<file path="src/assert_macros.svh">
// Assertion macros shared by the key table RTL.
// No dependencies; included by modules that carry concurrent checks.
`ifndef ASSERT_MACROS_SVH
`define ASSERT_MACROS_SVH

// Condition holds at every edge out of reset.
`define KT_ASSERT(label, cond, msg) \
  label: assert property (@(posedge clk) disable iff (rst) (cond)) else $error(msg);

// Antecedent implies consequent in the same cycle.
`define KT_ASSERT_IMP(label, pre, post, msg) \
  label: assert property (@(posedge clk) disable iff (rst) (pre) |-> (post)) else $error(msg);

// Antecedent implies consequent in the next cycle.
`define KT_ASSERT_NXT(label, pre, post, msg) \
  label: assert property (@(posedge clk) disable iff (rst) (pre) |=> (post)) else $error(msg);

`endif

</file>
<file path="src/kertr_ram.sv">
// Generic single-write, single-read RAM with registered read data.
// No dependencies.
module kertr_ram #(
  parameter int WIDTH = 8,
  parameter int DEPTH = 16
) (
  input  logic                     clk,
  input  logic                     we,
  input  logic [$clog2(DEPTH)-1:0] waddr,
  input  logic [WIDTH-1:0]         wdata,
  input  logic                     re,
  input  logic [$clog2(DEPTH)-1:0] raddr,
  output logic [WIDTH-1:0]         rdata
);

  logic [WIDTH-1:0] mem [DEPTH];

  always_ff @(posedge clk) begin
    if (we) begin
      mem[waddr] <= wdata;
    end
    if (re) begin
      rdata <= mem[raddr];
    end
  end

endmodule

</file>
<file path="config.mk">
export PLATFORM = sky130hd
export DESIGN_NAME = kertr_ram
export DESIGN_NICKNAME = d
export VERILOG_FILES = /design/src/assert_macros.svh /design/src/kertr_ram.sv
export SDC_FILE = /design/constraint.sdc
export NUM_CORES = 1
export LEC_CHECK = 0
export BUFFER_PORTS_ARGS = -buffer_cell sky130_fd_sc_hd__clkbuf_2
export CAP_MARGIN = 20
export CORE_UTILIZATION = 40
export DETAILED_ROUTE_END_ITERATION = 7
export HOLD_SLACK_MARGIN = 0.08
export PLACE_DENSITY = 0.63
export SETUP_SLACK_MARGIN = 0.02
export SLEW_MARGIN = 10
export SYNTH_ARGS = -nofsm -noshare
export SYNTH_HDL_FRONTEND = slang
export SYNTH_SLANG_ARGS = --single-unit
</file>
<file path="constraint.sdc">
create_clock -name clk -period 2.7 [get_ports clk]
set_input_delay 0.405 -clock clk [delete_from_list [all_inputs] [get_ports clk]]
set_output_delay 0.405 -clock clk [all_outputs]
set_load 0.05 [all_outputs]
</file>
==> results of run 1 <==
==> critical path, cell delays in order <==
cell and delay [ns]:
clkbuf_2 0.29, buf_12 0.27, mux4_1 0.58, a22oi_1 0.25
nand2_1 0.07
==> layout make-up <==
cell class | instances | area [µm²] | area share
clock inverters | 14 | 181 | 0.0292
clock buffers | 18 | 429 | 0.0690
well taps | 172 | 215 | 0.0346
multi-input cells | 83 | 1060 | 0.170
repair buffers | 41 | 255 | 0.0410
flip-flops and latches | 136 | 4080 | 0.656
==> synth_stat cells <==
| master | instances | area share |
|---|---|---|
| or3b_2 | 1 | 0.0017 |
| mux4_2 | 18 | 0.078 |
| nand2_1 | 9 | 0.0065 |
| a22oi_1 | 16 | 0.023 |
| nor2b_1 | 1 | 0.0012 |
| nor2_1 | 13 | 0.0093 |
| edfxtp_1 | 136 | 0.78 |
| and2b_1 | 1 | 0.0014 |
| nand3b_1 | 2 | 0.0029 |
| nand3_1 | 1 | 0.00096 |
| buf_2 | 3 | 0.0029 |
| clkdlybuf4s25_2 | 3 | 0.0057 |
| nor3_1 | 4 | 0.0038 |
| and2_1 | 1 | 0.0012 |
| mux4_1 | 14 | 0.070 |
| buf_4 | 1 | 0.0014 |
| nand2b_1 | 2 | 0.0024 |
| buf_6 | 3 | 0.0065 |
==> per-stage QoR <==
| stage | cell area (µm²) | worst slack, ns |
|---|---|---|
| after global placement | 5610 | 0.545 |
| after floorplan | 5230 | 0.802 |
| final | 6220 | 0.983 |
| after detailed placement | 5610 | 0.509 |
| after global routing | 6220 | 0.868 |
| after CTS | 6220 | 0.948 |
==> cell families (layout without fill, tap and decap cells) <==
logic type	after synthesis	in the layout	share of synthesized area
AO/OA/AOI/OAI	16	16	0.0230
buffers and inverters	10	73	0.0165
flip-flops	136	136	0.781
multiplexers	32	32	0.148
AND/OR/NAND/NOR	35	35	0.0314
==> how the worst min path moves through the flow <==
stage	endpoint	slack [ns]	depth (start not counted)
2_1_floorplan	mem[0][0]	0.50	0
3_3_place_gp	rdata[2]	0.72	3
3_5_place_dp	rdata[1]	0.74	3
4_1_cts	mem[13][3]	0.41	1
5_1_grt	rdata[3]	0.42	1
6_report	mem[13][3]	0.40	1
==> flip-flops by register name (all words and copies together), names as in the netlist <==
register	cells
mem	128
rdata	8
==> per-layer routing <==
metal / vias to the layer above / GRT usage
met4: 0 / 0.0906
met1: 1283 / 0.242
met3: 16 / 0.0451
met2: 103 / 0.258
li1: 1081 / -
met5: - / 0
==> layout by cell type (no fill, tap or decap) <==
cell,n
edfxtp_1,136
clkbuf_2,26
mux4_2,18
clkbuf_16,17
a22oi_1,16
mux4_1,14
buf_4,14
nor2_1,13
nand2_1,9
nor3_1,4
clkinvlp_4,4
bufinv_16,4
clkinv_2,3
nand3b_1,2
nand2b_1,2
clkinv_1,2
nor2b_1,1
and2_1,1
and2b_1,1
nand3_1,1
or3b_2,1
clkinv_4,1
clkbuf_1,1
buf_12,1
==> power by group <==
part	internal, µW	switching, µW	leakage (µW)	total [µW]
clock	1530	824	0.000287	2360
sequential	2380	13.4	0.00124	2390
combinational	88.8	158	0.000562	247
total	4000	995	0.00209	5000
==> reports/qor_table.md, run 1 <==
| Group | Metric | This run |
| --- | --- | --- |
| outcome | Outcome | finished, final reports clean |
| logic synthesis | Post-synth cell types | 18 |
| worst setup path | Critical register-to-register path endpoint | rdata[1] |
| power | Pleak | 0.00209 µW |
| power | PwrDens | 803 mW/mm² |
| worst hold path | Path class of the lowest-slack min-delay path | in -> reg |
| clock network | Clock tree from TritonCTS | done |
| job | Number of maximum-capacitance violations | 0 |
| worst setup path | Worst EP arrival | 1.88 ns |
| floorplan | Number of rows in the core area | 41 |
| timing | Final Max Slew Viols | 0 |
| timing | Headroom to the max-slew limit | 0.436 |
| clock network | Count of H-tree levels built during CTS | 4 |
| logic synthesis | Mean area per synthesized cell | 22.8 µm² |
| grt | Number of antenna violations at the first check in global routing | 0 |
| grt | Vias in the first global route | 2567 |
| worst setup path | Crit start category | primary input |
| routing | Routed wire length per instance | 22.7 µm |
| worst setup path | Critical Path RT | 2.87 ns |
| grt | Aggregate global-route resource usage | 0.175 |
| routing | Detailed-routing iteration count for the pre-antenna-repair pass | 4 |
| clock network | Number of buffers inserted by post-CTS setup repair | 0 |
| logic synthesis | Synthesized cell area | 0.00523 mm² |
| final layout | Final net count | 298 |
| timing | Final Hold Vio Count | 0 |
| worst hold path | Worst hold start | wdata[3] |
| routing | Total via count in the routed design | 2483 |
| routing | Met2 Routed Length | 4.98 mm |
| routing | Via density per instance | 5.35 |
| worst setup path | Critical Path End Type | flip-flop |
| timing | Tmin final | 1.72 ns |
| logic synthesis | Flop and latch count out of synthesis | 136 |
| worst setup path | Number of cells on the worst reg-to-reg path | 3 |
| final layout | Util after Layout | 0.491 |
| worst setup path | Reg-to-reg setup timing slack | 1.26 ns |
| routing | Sum of met3 wire segment lengths after detailed routing | 751 µm |
| clock network | Clock transition at the register clock pins on the worst setup and hold paths after CTS | 0.06 ns |
| timing | Setup repair after global routing missed its margin | no |
| clock network | CTS-repair resized insts | 0 |
| worst setup path | Worst setup startpoint | raddr[0] |
| clock network | Sinks on Clock Net | 136 |
| timing | Worst-case clock skew | 0.00981 ns |
| placement | Hpwl dp | 6.33 mm |
| final layout | Layout overhead on the synthesized area | 19.0% |
| power | Maximum VDD drop | 0.475 mV |
| grt | Maximum number of pins on one net before global-route repair | 33 |
| clock network | Clock latency at the later pin of the worst-skew pair | 0.42 ns |
| final layout | Layout cells sized above 1 | 0.305 |
| final layout | Antenna Cells | 0 |
| routing | Final WL | 10.5 mm |
| grt | Global-route wire length before repair | 15.7 mm |
| clock network | Maximum number of buffers from clock root to sink | 2 |
| timing | Highest clock frequency the design can meet | 582 MHz |
| worst setup path | Worst flop-to-flop path startpoint | mem[9][1] |
| worst setup path | Classification of the worst setup path | in -> reg |
| placement | Number of cells in the design after placement | 432 |
| final layout | Filler-free cell count of the finished design | 464 |
| floorplan | Die footprint | 0.0135 mm² |
| routing | Highest routing layer actually used | met4 |
| logic synthesis | Mapped Nets | 248 |
| logic synthesis | Sequential element share of the synthesized area | 0.781 |
| final layout | Fill cell count | 1022 |
| timing | TNS Setup | 0 ns |
| clock network | Root buffer selected by CTS | clkbuf_16 |
| floorplan | Core area | 0.0127 mm² |
| timing | Slew at the pin closest to its max-slew limit | 0.843 ns |
| worst setup path | Endpoint of the worst setup timing path | rdata[1] |
| routing | Wl on met1 | 4.57 mm |
| logic synthesis | Warning count from the yosys run | 0 |
| placement | IO Port Bufs | 26 |
| floorplan | Die extent in x | 116 µm |
| routing | Violation count after the first detailed-routing iteration | 328 |
| clock network | Cts bufs inserted | 17 |
| timing | Worst hold slack after final layout | 0.402 ns |
| floorplan | Die span in y | 116 µm |
| floorplan | Top-level I/O count | 27 |
| placement | GPL Wtd Cong | 0.700 |
| power | Total power | 5000 µW |
| routing | Final antenna-violating net count | 0 |
| grt | Leftover overflow at the end of global routing | 0 |
| logic synthesis | Synth Instances | 229 |
| clock network | Post-cts hold buffer count | 0 |
| floorplan | Starting density of the core | 0.413 |
| worst setup path | Max Fanout on Critical Path | 25 |
| timing | Final Cycle Share | 0.636 |
| timing | # setup viols final | 0 |
| routing | Remaining design rule violation count | 0 |
Power figures use the tool's default switching activity.
==> inputs of run 2 (changes only) <==
--- a/config.mk
+++ b/config.mk
@@ -5,6 +5,7 @@
 export SDC_FILE = /design/constraint.sdc
 export NUM_CORES = 1
 export LEC_CHECK = 0
+export ABC_AREA = 1
 export BUFFER_PORTS_ARGS = -buffer_cell sky130_fd_sc_hd__clkbuf_2
 export CAP_MARGIN = 20
 export CORE_UTILIZATION = 40
==> constraint.sdc (replaced) <==
create_clock -name clk -period 1.6 [get_ports clk]
set_input_delay 0.24 -clock clk [delete_from_list [all_inputs] [get_ports clk]]
set_output_delay 0.24 -clock clk [all_outputs]
set_load 0.05 [all_outputs]
==> reports/qor_table.md, run 2 <==
| Group | Metric | This run | Change |
| --- | --- | --- | --- |
| worst setup path | Kind of cell adding the most delay to the critical path | flip-flops | was multiplexers |
| logic synthesis | Proportion of netlist area held by the largest area contributor | 0.698 | was 0.781 |
| power | PwrDens | 1160 mW/mm² | was 803 mW/mm² |
| final layout | Layout overhead on the synthesized area | 15.0% | was 19.0% |
| clock network | CTS-repair resized insts | 0 | unchanged |
| final layout | Register containing the most flip-flops in the final layout | mem | unchanged |
| routing | Remaining design rule violation count | 0 | unchanged |
| routing | Detailed-routing iteration count for the pre-antenna-repair pass | 5 | was 4 |
| routing | Total via count in the routed design | 3926 | was 2483 |
| clock network | Post-cts hold buffer count | 0 | unchanged |
| logic synthesis | Mapped Nets | 570 | was 248 |
| clock network | Clock tree from TritonCTS | done | unchanged |
| clock network | Number of buffers inserted by post-CTS setup repair | 0 | unchanged |
| logic synthesis | Top-count cell post-synth | nand2_1 | was edfxtp_1 |
| logic synthesis | Synth Instances | 551 | was 229 |
| floorplan | Top-level I/O count | 27 | unchanged |
| final layout | Layout cells sized above 1 | 0.119 | was 0.305 |
| logic synthesis | Cell type with the largest total area after synthesis | edfxtp_1 | unchanged |
| placement | Hpwl dp | 8.39 mm | was 6.33 mm |
| floorplan | Number of rows in the core area | 43 | was 41 |
| logic synthesis | Most numerous cell types in the synthesized netlist | 173 x nand2_1, 136 x edfxtp_1, 100 x inv_1, 97 x nand3_1, 17 x nor2_1 | was 136 x edfxtp_1, 18 x mux4_2, 16 x a22oi_1, 14 x mux4_1, 13 x nor2_1 |
| final layout | Max FFs per register | 128 | unchanged |
| timing | Final Max Slew Viols | 0 | unchanged |
| clock network | Root buffer selected by CTS | clkbuf_16 | unchanged |
| power | Maximum VDD drop | 0.558 mV | was 0.475 mV |
| logic synthesis | Post-synth cell types | 11 | was 18 |
| clock network | Clock transition at the register clock pins on the worst setup and hold paths after CTS | 0.05 ns | was 0.06 ns |
| routing | Final antenna-violating net count | 0 | unchanged |
| clock network | Sinks on Clock Net | 136 | unchanged |
| routing | Violation count after the first detailed-routing iteration | 443 | was 328 |
| worst setup path | Max stage delay on crit path | 0.42 ns | was 0.58 ns |
| clock network | Count of H-tree levels built during CTS | 4 | unchanged |
| routing | Routed wire length per instance | 17.1 µm | was 22.7 µm |
| logic synthesis | Mean area per synthesized cell | 10.6 µm² | was 22.8 µm² |
| power | Total power | 7830 µW | was 5000 µW |
| logic synthesis | Most used flip-flop cell after synthesis | edfxtp_1 | unchanged |
| logic synthesis | Sequential element share of the synthesized area | 0.698 | was 0.781 |
| floorplan | Core area | 0.0141 mm² | was 0.0127 mm² |
| timing | Tmin final | 1.35 ns |  |
| job | Number of maximum-capacitance violations | 0 | unchanged |
| logic synthesis | Flop and latch count out of synthesis | 136 | unchanged |
| floorplan | Die extent in x | 123 µm | was 116 µm |
| timing | TNS Setup | 0 ns | unchanged |
| power | Pleak | 0.00291 µW | was 0.00209 µW |
| final layout | Final net count | 614 | was 298 |
| logic synthesis | Count of flip-flops with a built-in enable after synthesis | 136 | unchanged |
| timing | PnR worst setup slack | 0.254 ns | was 0.983 ns |
| timing | Highest clock frequency the design can meet | 743 MHz |  |
| grt | Number of antenna violations at the first check in global routing | 0 | unchanged |
| worst setup path | Classification of the worst setup path | reg -> out | was in -> reg |
| routing | Via density per instance | 4.99 | was 5.35 |
| floorplan | Die footprint | 0.0151 mm² | was 0.0135 mm² |
| grt | Aggregate global-route resource usage | 0.202 | was 0.175 |
| clock network | Maximum number of buffers from clock root to sink | 2 | unchanged |
| grt | Leftover overflow at the end of global routing | 0 | unchanged |
| timing | Setup repair after global routing missed its margin | no | unchanged |
| grt | Maximum number of pins on one net before global-route repair | 65 | was 33 |
| final layout | Most frequent cells in the layout | 173 x nand2_1, 136 x edfxtp_1, 100 x inv_1 | was 136 x edfxtp_1, 26 x clkbuf_2, 18 x mux4_2 |
| timing | # setup viols final | 0 | unchanged |
| worst setup path | Slowest cell on the critical path | edfxtp_1 | was mux4_1 |
| grt | Global-route wire length before repair | 21.4 mm | was 15.7 mm |
| outcome | Outcome | finished, final reports clean | unchanged |
| final layout | Registers with the most flip-flops | mem (128), rdata (8) | unchanged |
| logic synthesis | Warning count from the yosys run | 0 | unchanged |
| logic synthesis | Synthesized cell area | 0.00585 mm² | was 0.00523 mm² |
| floorplan | Starting density of the core | 0.415 | was 0.413 |
| final layout | Most common library cell in the layout ignoring fill and taps | nand2_1 | was edfxtp_1 |
| timing | Worst hold slack after final layout | 0.234 ns | was 0.402 ns |
| worst setup path | List of cells traversed by the critical path | clkbuf_2 | was clkbuf_2 -> buf_12 -> mux4_1 -> a22oi_1 -> nand2_1 |
| worst setup path | Worst EP arrival | 1.11 ns | was 1.88 ns |
| worst setup path | Critical Path End Type | primary output | was flip-flop |
| timing | Headroom to the max-slew limit | 0.604 | was 0.436 |
| timing | Worst-case clock skew | 0.00532 ns | was 0.00981 ns |
| timing | Final Hold Vio Count | 0 | unchanged |
| worst setup path | Crit start category | flip-flop | was primary input |
| placement | Pre-CTS setup slack | 0.164 ns | was 0.509 ns |
| floorplan | Die span in y | 123 µm | was 116 µm |
| logic synthesis | Async SR Flop Fraction | 0 | unchanged |
| timing | Slew at the pin closest to its max-slew limit | 0.593 ns | was 0.843 ns |
| worst setup path | Critical Path RT | 1.36 ns | was 2.87 ns |
| clock network | Clock latency at the later pin of the worst-skew pair | 0.42 ns | about the same |
| final layout | Antenna Cells | 0 | unchanged |
| worst setup path | Max Fanout on Critical Path | 1 | was 25 |
| timing | Final Cycle Share | 0.841 |  |
| logic synthesis | Cell types occupying the most area after synthesis | edfxtp_1 70%, nand2_1 11%, nand3_1 8.3% | was edfxtp_1 78%, mux4_2 7.8%, mux4_1 7.0% |
| placement | GPL Wtd Cong | 0.795 | was 0.700 |
| routing | Final WL | 13.5 mm | was 10.5 mm |
| placement | IO Port Bufs | 26 | unchanged |
| clock network | Cts bufs inserted | 17 | unchanged |
| worst setup path | Number of buffers and inverters on the critical path | 1 | was 2 |
| worst hold path | Path class of the lowest-slack min-delay path | in -> reg | unchanged |
| grt | Vias in the first global route | 3846 | was 2567 |
run 2: logic make-up after synthesis:
family                 synth area share
buffers and inverters            0.0939
flip-flops                        0.698
AND/OR/NAND/NOR                   0.208
run 2: layout make-up:
class	count	area, µm²
clock buffers	23	448
clock inverters	7	31.3
fillers	1306	7370
inverters	102	383
multi-input cells	289	1210
flip-flops and latches	136	4080
well taps	180	225
repair buffers	49	340
run 2: per-stage QoR:
stage	instance area, µm²	utilization	cells
2_1_floorplan	5850	-	551
3_3_place_gp	6250	0.443	756
3_5_place_dp	6250	0.443	756
4_1_cts	6730	0.477	786
5_1_grt	6730	0.477	786
6_report	6730	0.477	786
run 2: worst paths after layout:
kind / startpoint / to / slack (ns) / depth (start not counted)
max: rdata[3] / rdata[3] / 0.25 / 1
min: re / rdata[2] / 0.23 / 1
max reg2reg: mem[3][2] / rdata[2] / 0.49 / 6
min reg2reg: mem[12][7] / rdata[7] / 0.77 / 6
run 2: where the power goes:
part | switching [µW] | internal, µW | total [µW]
Sequential | 24.9 | 4020 | 4040
Clock | 1320 | 1930 | 3240
Combinational | 398 | 148 | 546
Total | 1740 | 6090 | 7830
run 2: layer usage:
metal | vias to the layer above | global-route usage | part of all wire
li1 | 1865 | - | -
met1 | 1891 | 0.281 | 0.46
met2 | 148 | 0.297 | 0.45
met3 | 22 | 0.0544 | 0.073
met4 | 0 | 0.0869 | 0.023
met5 | - | 0 | 0
